$ cat src/hdl/vfs_pkg.sv
// ----------------------------------------------------------------------------
// vfs_pkg
// Shared types and constants of the vertical eight-tap scaler: register
// indexes, reset values, the kernel arithmetic constants and the tag that
// travels with each result.
// ----------------------------------------------------------------------------
package vfs_pkg;

  // Number of kernel taps, which is also the number of rows in the line store.
  localparam int TAPS          = 8;
  localparam int BANK_W        = 3;

  // Default line store width in pixels.
  localparam int MAX_WIDTH_DEF = 2048;

  // Field widths.
  localparam int PIX_W         = 8;
  localparam int ROW_W         = 16;
  localparam int OUT_COL_W     = 11;
  localparam int LEN_W         = 12;
  localparam int TAPS_REG_W    = 64;
  localparam int CFG_INDEX_W   = 3;
  localparam int CFG_DATA_W    = 64;

  // Result arithmetic: round by adding half an LSB, then drop the fraction.
  localparam int ROUND_BIAS    = 16;
  localparam int FRAC_BITS     = 5;
  localparam int PIX_MAX       = 255;

  // Width of a running count of results caused by one item (at most five).
  localparam int CNT_W         = 3;

  // Register reset values.
  localparam logic [TAPS_REG_W-1:0] KERNEL_TAPS_RST = 64'hFFFF_030F_0F03_FFFF;
  localparam logic [LEN_W-1:0]      ROW_LENGTH_RST  = 12'd2048;
  localparam logic [ROW_W-1:0]      ROW_COUNT_RST   = 16'd1;
  localparam logic                  HALF_MODE_RST   = 1'b1;

  // Configuration register indexes.
  typedef enum logic [CFG_INDEX_W-1:0] {
    REG_KERNEL_TAPS = 3'd0,
    REG_ROW_LENGTH  = 3'd1,
    REG_ROW_COUNT   = 3'd2,
    REG_HALF_MODE   = 3'd3
  } vfs_reg_e;

  typedef logic [PIX_W-1:0]           vfs_pix_t;
  typedef logic [TAPS-1:0][PIX_W-1:0] vfs_row_set_t;

  // Position and framing of one result.
  typedef struct packed {
    logic [ROW_W-1:0]     out_row;
    logic [OUT_COL_W-1:0] out_col;
    logic                 last;
  } vfs_tag_t;

endpackage

$ cat src/hdl/vfs_kernel.sv
// ----------------------------------------------------------------------------
// vfs_kernel
// Eight-tap multiply and accumulate with rounding and clamping. A product
// register and a result register form two stages with their own valid bits.
// ----------------------------------------------------------------------------
module vfs_kernel (
  input  logic                              clk_i,
  input  logic                              rst_ni,
  input  logic                              in_valid_i,
  output logic                              in_ready_o,
  input  logic [vfs_pkg::TAPS_REG_W-1:0]    taps_i,
  input  vfs_pkg::vfs_row_set_t             pix_i,
  input  vfs_pkg::vfs_tag_t                 tag_i,
  output logic                              out_valid_o,
  input  logic                              out_ready_i,
  output vfs_pkg::vfs_pix_t                 value_o,
  output vfs_pkg::vfs_tag_t                 tag_o
);

  localparam int PROD_W = 2 * vfs_pkg::PIX_W;
  localparam int SUM_W  = PROD_W + $clog2(vfs_pkg::TAPS);

  logic                     p_valid_q;
  logic signed [PROD_W-1:0] prod_d [vfs_pkg::TAPS];
  logic signed [PROD_W-1:0] prod_q [vfs_pkg::TAPS];
  vfs_pkg::vfs_tag_t        p_tag_q;
  logic                     p_ready;

  logic                     o_valid_q;
  vfs_pkg::vfs_pix_t        o_value_q;
  vfs_pkg::vfs_pix_t        o_value_d;
  vfs_pkg::vfs_tag_t        o_tag_q;
  logic                     o_ready;

  logic signed [SUM_W-1:0]  sum;
  logic signed [SUM_W-1:0]  scaled;

  // Each stage takes a new item when empty or when it hands its item on.
  assign o_ready    = !o_valid_q || out_ready_i;
  assign p_ready    = !p_valid_q || o_ready;
  assign in_ready_o = p_ready;

  // Signed tap times unsigned pixel; the product fits in sixteen bits.
  always_comb begin
    for (int i = 0; i < vfs_pkg::TAPS; i++) begin
      prod_d[i] = PROD_W'($signed(taps_i[vfs_pkg::PIX_W*i +: vfs_pkg::PIX_W]) *
                          $signed({1'b0, pix_i[i]}));
    end
  end

  always_ff @(posedge clk_i or negedge rst_ni) begin
    if (!rst_ni) begin
      p_valid_q <= 1'b0;
    end else if (p_ready) begin
      p_valid_q <= in_valid_i;
    end
  end

  always_ff @(posedge clk_i) begin
    if (p_ready && in_valid_i) begin
      for (int i = 0; i < vfs_pkg::TAPS; i++) begin
        prod_q[i] <= prod_d[i];
      end
      p_tag_q <= tag_i;
    end
  end

  // Sum the products, round, and clamp to the pixel range.
  always_comb begin
    sum = SUM_W'(vfs_pkg::ROUND_BIAS);
    for (int i = 0; i < vfs_pkg::TAPS; i++) begin
      sum = sum + SUM_W'(prod_q[i]);
    end
    scaled = sum >>> vfs_pkg::FRAC_BITS;
    if (sum < 0) begin
      o_value_d = '0;
    end else if (scaled > SUM_W'(vfs_pkg::PIX_MAX)) begin
      o_value_d = vfs_pkg::PIX_W'(vfs_pkg::PIX_MAX);
    end else begin
      o_value_d = scaled[vfs_pkg::PIX_W-1:0];
    end
  end

  always_ff @(posedge clk_i or negedge rst_ni) begin
    if (!rst_ni) begin
      o_valid_q <= 1'b0;
    end else if (o_ready) begin
      o_valid_q <= p_valid_q;
    end
  end

  always_ff @(posedge clk_i) begin
    if (o_ready && p_valid_q) begin
      o_value_q <= o_value_d;
      o_tag_q   <= p_tag_q;
    end
  end

  assign out_valid_o = o_valid_q;
  assign value_o     = o_value_q;
  assign tag_o       = o_tag_q;

endmodule

$ cat config.mk
export PLATFORM = sky130hd
export DESIGN_NAME = vfs_kernel
export DESIGN_NICKNAME = d
export VERILOG_FILES = /design/src/hdl/vfs_pkg.sv /design/src/hdl/vfs_kernel.sv
export SDC_FILE = /design/constraint.sdc
export NUM_CORES = 1
export LEC_CHECK = 0
export ABC_AREA = 1
export BUFFER_PORTS_ARGS = -buffer_cell sky130_fd_sc_hd__buf_2
export CAP_MARGIN = 20
export CORE_UTILIZATION = 30
export CTS_CLUSTER_DIAMETER = 200
export DETAILED_ROUTE_END_ITERATION = 8
export GPL_ROUTABILITY_DRIVEN = 0
export PLACE_DENSITY_LB_ADDON = 0.08
export SLEW_MARGIN = 5
export SYNTH_ARGS = -nofsm -noshare
export SYNTH_HDL_FRONTEND = slang
export SYNTH_SLANG_ARGS = --single-unit
export TNS_END_PERCENT = 20
$ cat constraint.sdc
create_clock -name clk_i -period 5.2 [get_ports clk_i]
set_input_delay 1.3 -clock clk_i [delete_from_list [all_inputs] [get_ports clk_i]]
set_output_delay 1.3 -clock clk_i [all_outputs]
set_load 0.05 [all_outputs]
# == Word level (Yosys, flattened, before mapping) ==
# Memory sizes are Yosys's and may differ from the RTL's.
# Cells that the tools add are included.
# classes
n_addsub,8
n_mul,8
n_div,0
order_cmp,2
n_eq_ne,0
n_shift,0
mux,3
bitwise,0
n_reduce_logical,6
# ops
cell,count
multiplier 8 x 9 -> 16 bit,8
adder 19 x 16 -> 19 bit,5
adder 18 x 16 -> 19 bit,1
less-than comparator 19 x 1 -> 1 bit (second input constant),1
adder 17 x 16 -> 18 bit,1
adder 6 x 16 -> 17 bit (first input constant),1
greater-than comparator 14 x 9 -> 1 bit (second input constant),1
2-to-1 mux 8 bit,1
logical AND 1 bit,2
logical NOT 1 bit,2
logical OR 1 bit,2
2-to-1 mux 1 bit,2
# word_totals
reg_bits,66
latchBits,0
mem_bits_rw,128
mem_bits_ro,0
in_bits,160
out_inout_bits,38
word_cells,37
mem_count,1
# mem_list
memory,words,width,read_ports,rd_ports_with_merged_regs,wr,line,text
prod_q,8,16,8,0,8,vfs_kernel.sv:25,logic signed [PROD_W-1:0] prod_q [vfs_pkg::TAPS];

# == Logic depth before layout (Yosys ltp) ==
# logic_depth
ltp_word,10
depth_mapped,23
ltp_nobuf,23

# == Worst setup path after synthesis ==
# No wires, ideal clock.
# synth_path
path_type,input -> register
startpoint,input port out_ready_i
endpoint,register p_tag_q[0] (netlist bit) (enable)
t_arrival_ps,4913
setup_slack_ps,-221
path_stages,4
path_buffers,0
cell_sequence,inv_1 -> nand3_1 -> nand2_1 -> inv_1
# synth_between
elab_chain_len,3
# synth_lines
element,line,text
"start, declared",vfs_kernel.sv:15,"input logic out_ready_i,"
logical OR 1 bit,vfs_kernel.sv:39,assign o_ready = !o_valid_q || out_ready_i;
logical OR 1 bit,vfs_kernel.sv:40,assign p_ready = !p_valid_q || o_ready;
net in_ready_o,vfs_kernel.sv:10,"output logic in_ready_o,"
logical AND 1 bit,vfs_kernel.sv:60,if (p_ready && in_valid_i) begin
"end signal, assigned",vfs_kernel.sv:64,p_tag_q <= tag_i;
"end, declared",vfs_kernel.sv:26,vfs_pkg::vfs_tag_t p_tag_q;
# The timed path passes the listed nets, and every way through them passes these cells.
# A chain may end at the register's enable or synchronous reset.

==> results.cfg <==
[flow_run]
maxCapViolCount = 0

[synth]
ys_async_sr_fraction_pct = 1.03
yosys_register_bits = 194
synthFlopType = edfxtp_1
synthCells = 3104
synth.distinct_cells = 39
yosysWarnings = 0
ys_seq_area_share_pct = 21.2
syn_area_um2 = 27400
syn-num-nets = 4009
avgSynthCellArea_um2 = 8.82
synth_edf_count = 192

[critical_path]
crit_slowest_cell = fa_1
start_kind = input pin
reg2regPathDepth = 19
arrival_ps = 5140
slowest_delay_ps = 500
rr_startpoint = prod_q[0][58]$_DFFE_PP_
crit_cells = 20
required_ps = 5430
path_max_fanout = 6
critPathKind = input pin to register
cp_num_buf_inv = 5
critical_path.endpoint_type = register
path_cells = buf_2 -> inv_1 -> or2_2 -> fa_1 -> fa_1 -> inv_1 -> fa_1 -> inv_1 -> fa_1 -> inv_1 -> ha_1 -> a21oi_1 -> o21ai_1 -> nand2_1 -> nand2_1 -> nand2_1 -> a21boi_1 -> o21ai_0 -> a21o_1 -> nand2_1
r2r_setup_slack_ps = 750
reg2reg_to = value_o[6]$_SDFFCE_PN0P_
critPathCapture = prod_q[1][12]$_DFFE_PP_
critical-path-top-delay-family = adder cells
crit_start = taps_i[39]

[floorplan]
die_area_um2 = 92500
start_util_pct = 30.4
row_count = 110
die_height_um = 304
core-area_um2 = 90100
pin_count = 198
die_w_um = 304

[cells_and_area]
fin_cells = 4555
area_delta_synth_final_pct = 14.3
nNetsFinal = 4271
drive_above_1_share_pct = 13.5
fill_cells = 9416
final_cell_mix = inv_1, nand2_1, fa_1
mostFrequentLayoutCell = inv_1
antenna_cells = 0

[global_routing]
grt.overflow.total = 0
grt_pass1_vias = 21522
grt_pass1_wl_um = 111000
track_usage_pct = 15.1
grt_max_degree = 59
antenna_found_initial = 0

[clock_network]
numCtsBuffers = 17
ctsLongestPathBuffers = 2
cts.htree.levels = 4
root_buffer = clkbuf_16
ctsResizeCount = 0
cts_setup_buffers = 0
path_clk_slew_ps = 70
insertion_delay_ps = 480
cts_tree = yes
clock-sinks = 194
hold_buffers = 0

[placement]
port_buffers = 197
hpwl_um = 58500
placed_cells = 4523

[sta]
skew_ps = 14.9
max_freq_mhz = 203
drv_slew = 0
rsz0062_at_grt = no
tightest_slew_ps = 845
setup_violations = 0
period_needed_ps = 4910
hold_violations = 0
fin_crit_sh_pct = 94.5
slew_headroom_pct = 43.7

[routing]
via_per_inst = 4.23
totalWireLength_um = 65900
vias = 19289
drc = 0
drt_iter0_drc = 677
detail-route-antenna-nets = 0
wl_per_cell_um = 14.5
drtPass1Iterations = 4

[outcome]
status = complete, no violations

[worst_hold_path]
hold_class = register to register
==> state kept, by name, indices dropped and copies added (netlist names) <==
name / flops
p_tag_q: 28
prod_q: 128
tag_o: 28
out_valid_o: 1
p_valid_q: 1
value_o: 8
==> per-layer routing <==
layer	vias to the layer above	wire (um)	GRT usage, %
li1	9638	-	-
met2	247	32900	26.8
met4	0	1270	3.84
met1	9348	30300	19.5
met3	56	1420	1.63
met5	-	0	0
==> worst register-to-register path, cell delays in order, from the launching register on <==
cell and delay, ps:
edfxtp_1 420, inv_1 90, fa_1 530, inv_1 60, fa_1 490, fa_1 490, inv_1 50, fa_1 470
inv_1 40, ha_1 360, nand2_1 90, nand2_1 60, a21oi_1 310, nor3_1 100, nor2_1 160, nand3_1 110
nand2_2 160, nand3_1 110, nand2_1 70, inv_1 40
==> stage by stage <==
| stage | instance area, um^2 | utilization (%) | hold WS, ps | setup slack (ps) | setup TNS [ps] |
|---|---|---|---|---|---|
| global route | 31300 | 34.7 | 431 | 52.1 | 0 |
| finish | 31300 | 34.7 | 421 | 285 | 0 |
| detailed placement | 30700 | 34.0 | 405 | -227 | -573 |
| global placement | 30700 | 34.0 | 401 | -177 | -327 |
| floorplan | 27400 | - | 400 | 26.9 | 0 |
| CTS | 31300 | 34.7 | 424 | 309 | 0 |
==> synth_stat cells, types with 2 or more instances <==
cell type / count / area, um^2
a21oi_1: 90 / 450
nor2_2: 3 / 18.8
or2_2: 43 / 269
o21ai_1: 5 / 25.0
nand3_2: 2 / 20.0
nand3_1: 41 / 205
nand3b_1: 2 / 15.0
nand4_1: 3 / 18.8
edfxtp_1: 192 / 5770
a21o_1: 9 / 67.6
a31oi_1: 9 / 56.3
inv_2: 5 / 18.8
o21bai_1: 4 / 30.0
o21ai_0: 32 / 160
xnor2_1: 51 / 447
clkbuf_1: 120 / 450
nor2_1: 64 / 240
o2111ai_1: 13 / 114
o221ai_1: 2 / 17.5
nor3_1: 7 / 35.0
o21a_1: 2 / 15.0
xor2_1: 60 / 526
a21boi_1: 2 / 15.0
dfrtp_1: 2 / 50.1
nand2_1: 630 / 2360
nand2_2: 5 / 31.3
o31ai_1: 3 / 22.5
inv_1: 949 / 3560
ha_1: 352 / 4400
fa_1: 393 / 7870
==> cell type report <==
type                       instances  area, um^2  share of cell area, %
clock buffer                      18         429                   1.37
clock inverter                    14         175                  0.560
inverter                         955        3590                   11.5
multi-input combinational       1835       17500                   56.1
sequential                       194        5820                   18.6
tap                             1176        1470                   4.70
timing repair buffer             363        2270                   7.25
==> kinds of logic after synthesis <==
group / after synthesis / synth area share (%)
compound gates: 173 / 3.62
simple gates: 804 / 11.9
xor+xnor: 113 / 3.71
fa+ha+maj: 745 / 44.8
flops: 194 / 21.2
buf+inv: 1075 / 14.7
==> how the worst min path moves through the flow <==
stage	startpoint	endpoint	slack [ps]	cells past startpoint
6_report	p_tag_q[26]$_DFFE_PP_	tag_o[26]$_DFFE_PP_	420	0
5_1_grt	p_tag_q[8]$_DFFE_PP_	tag_o[8]$_DFFE_PP_	430	0
4_1_cts	p_tag_q[20]$_DFFE_PP_	tag_o[20]$_DFFE_PP_	420	0
3_5_place_dp	p_tag_q[20]$_DFFE_PP_	tag_o[20]$_DFFE_PP_	410	0
3_3_place_gp	p_tag_q[25]$_DFFE_PP_	tag_o[25]$_DFFE_PP_	400	0
2_1_floorplan	p_tag_q[0]$_DFFE_PP_	tag_o[0]$_DFFE_PP_	400	0
Power is left out: the tool's default activity adds up to more than one toggle a clock period on the data nets, which glitch-free logic cannot reach.
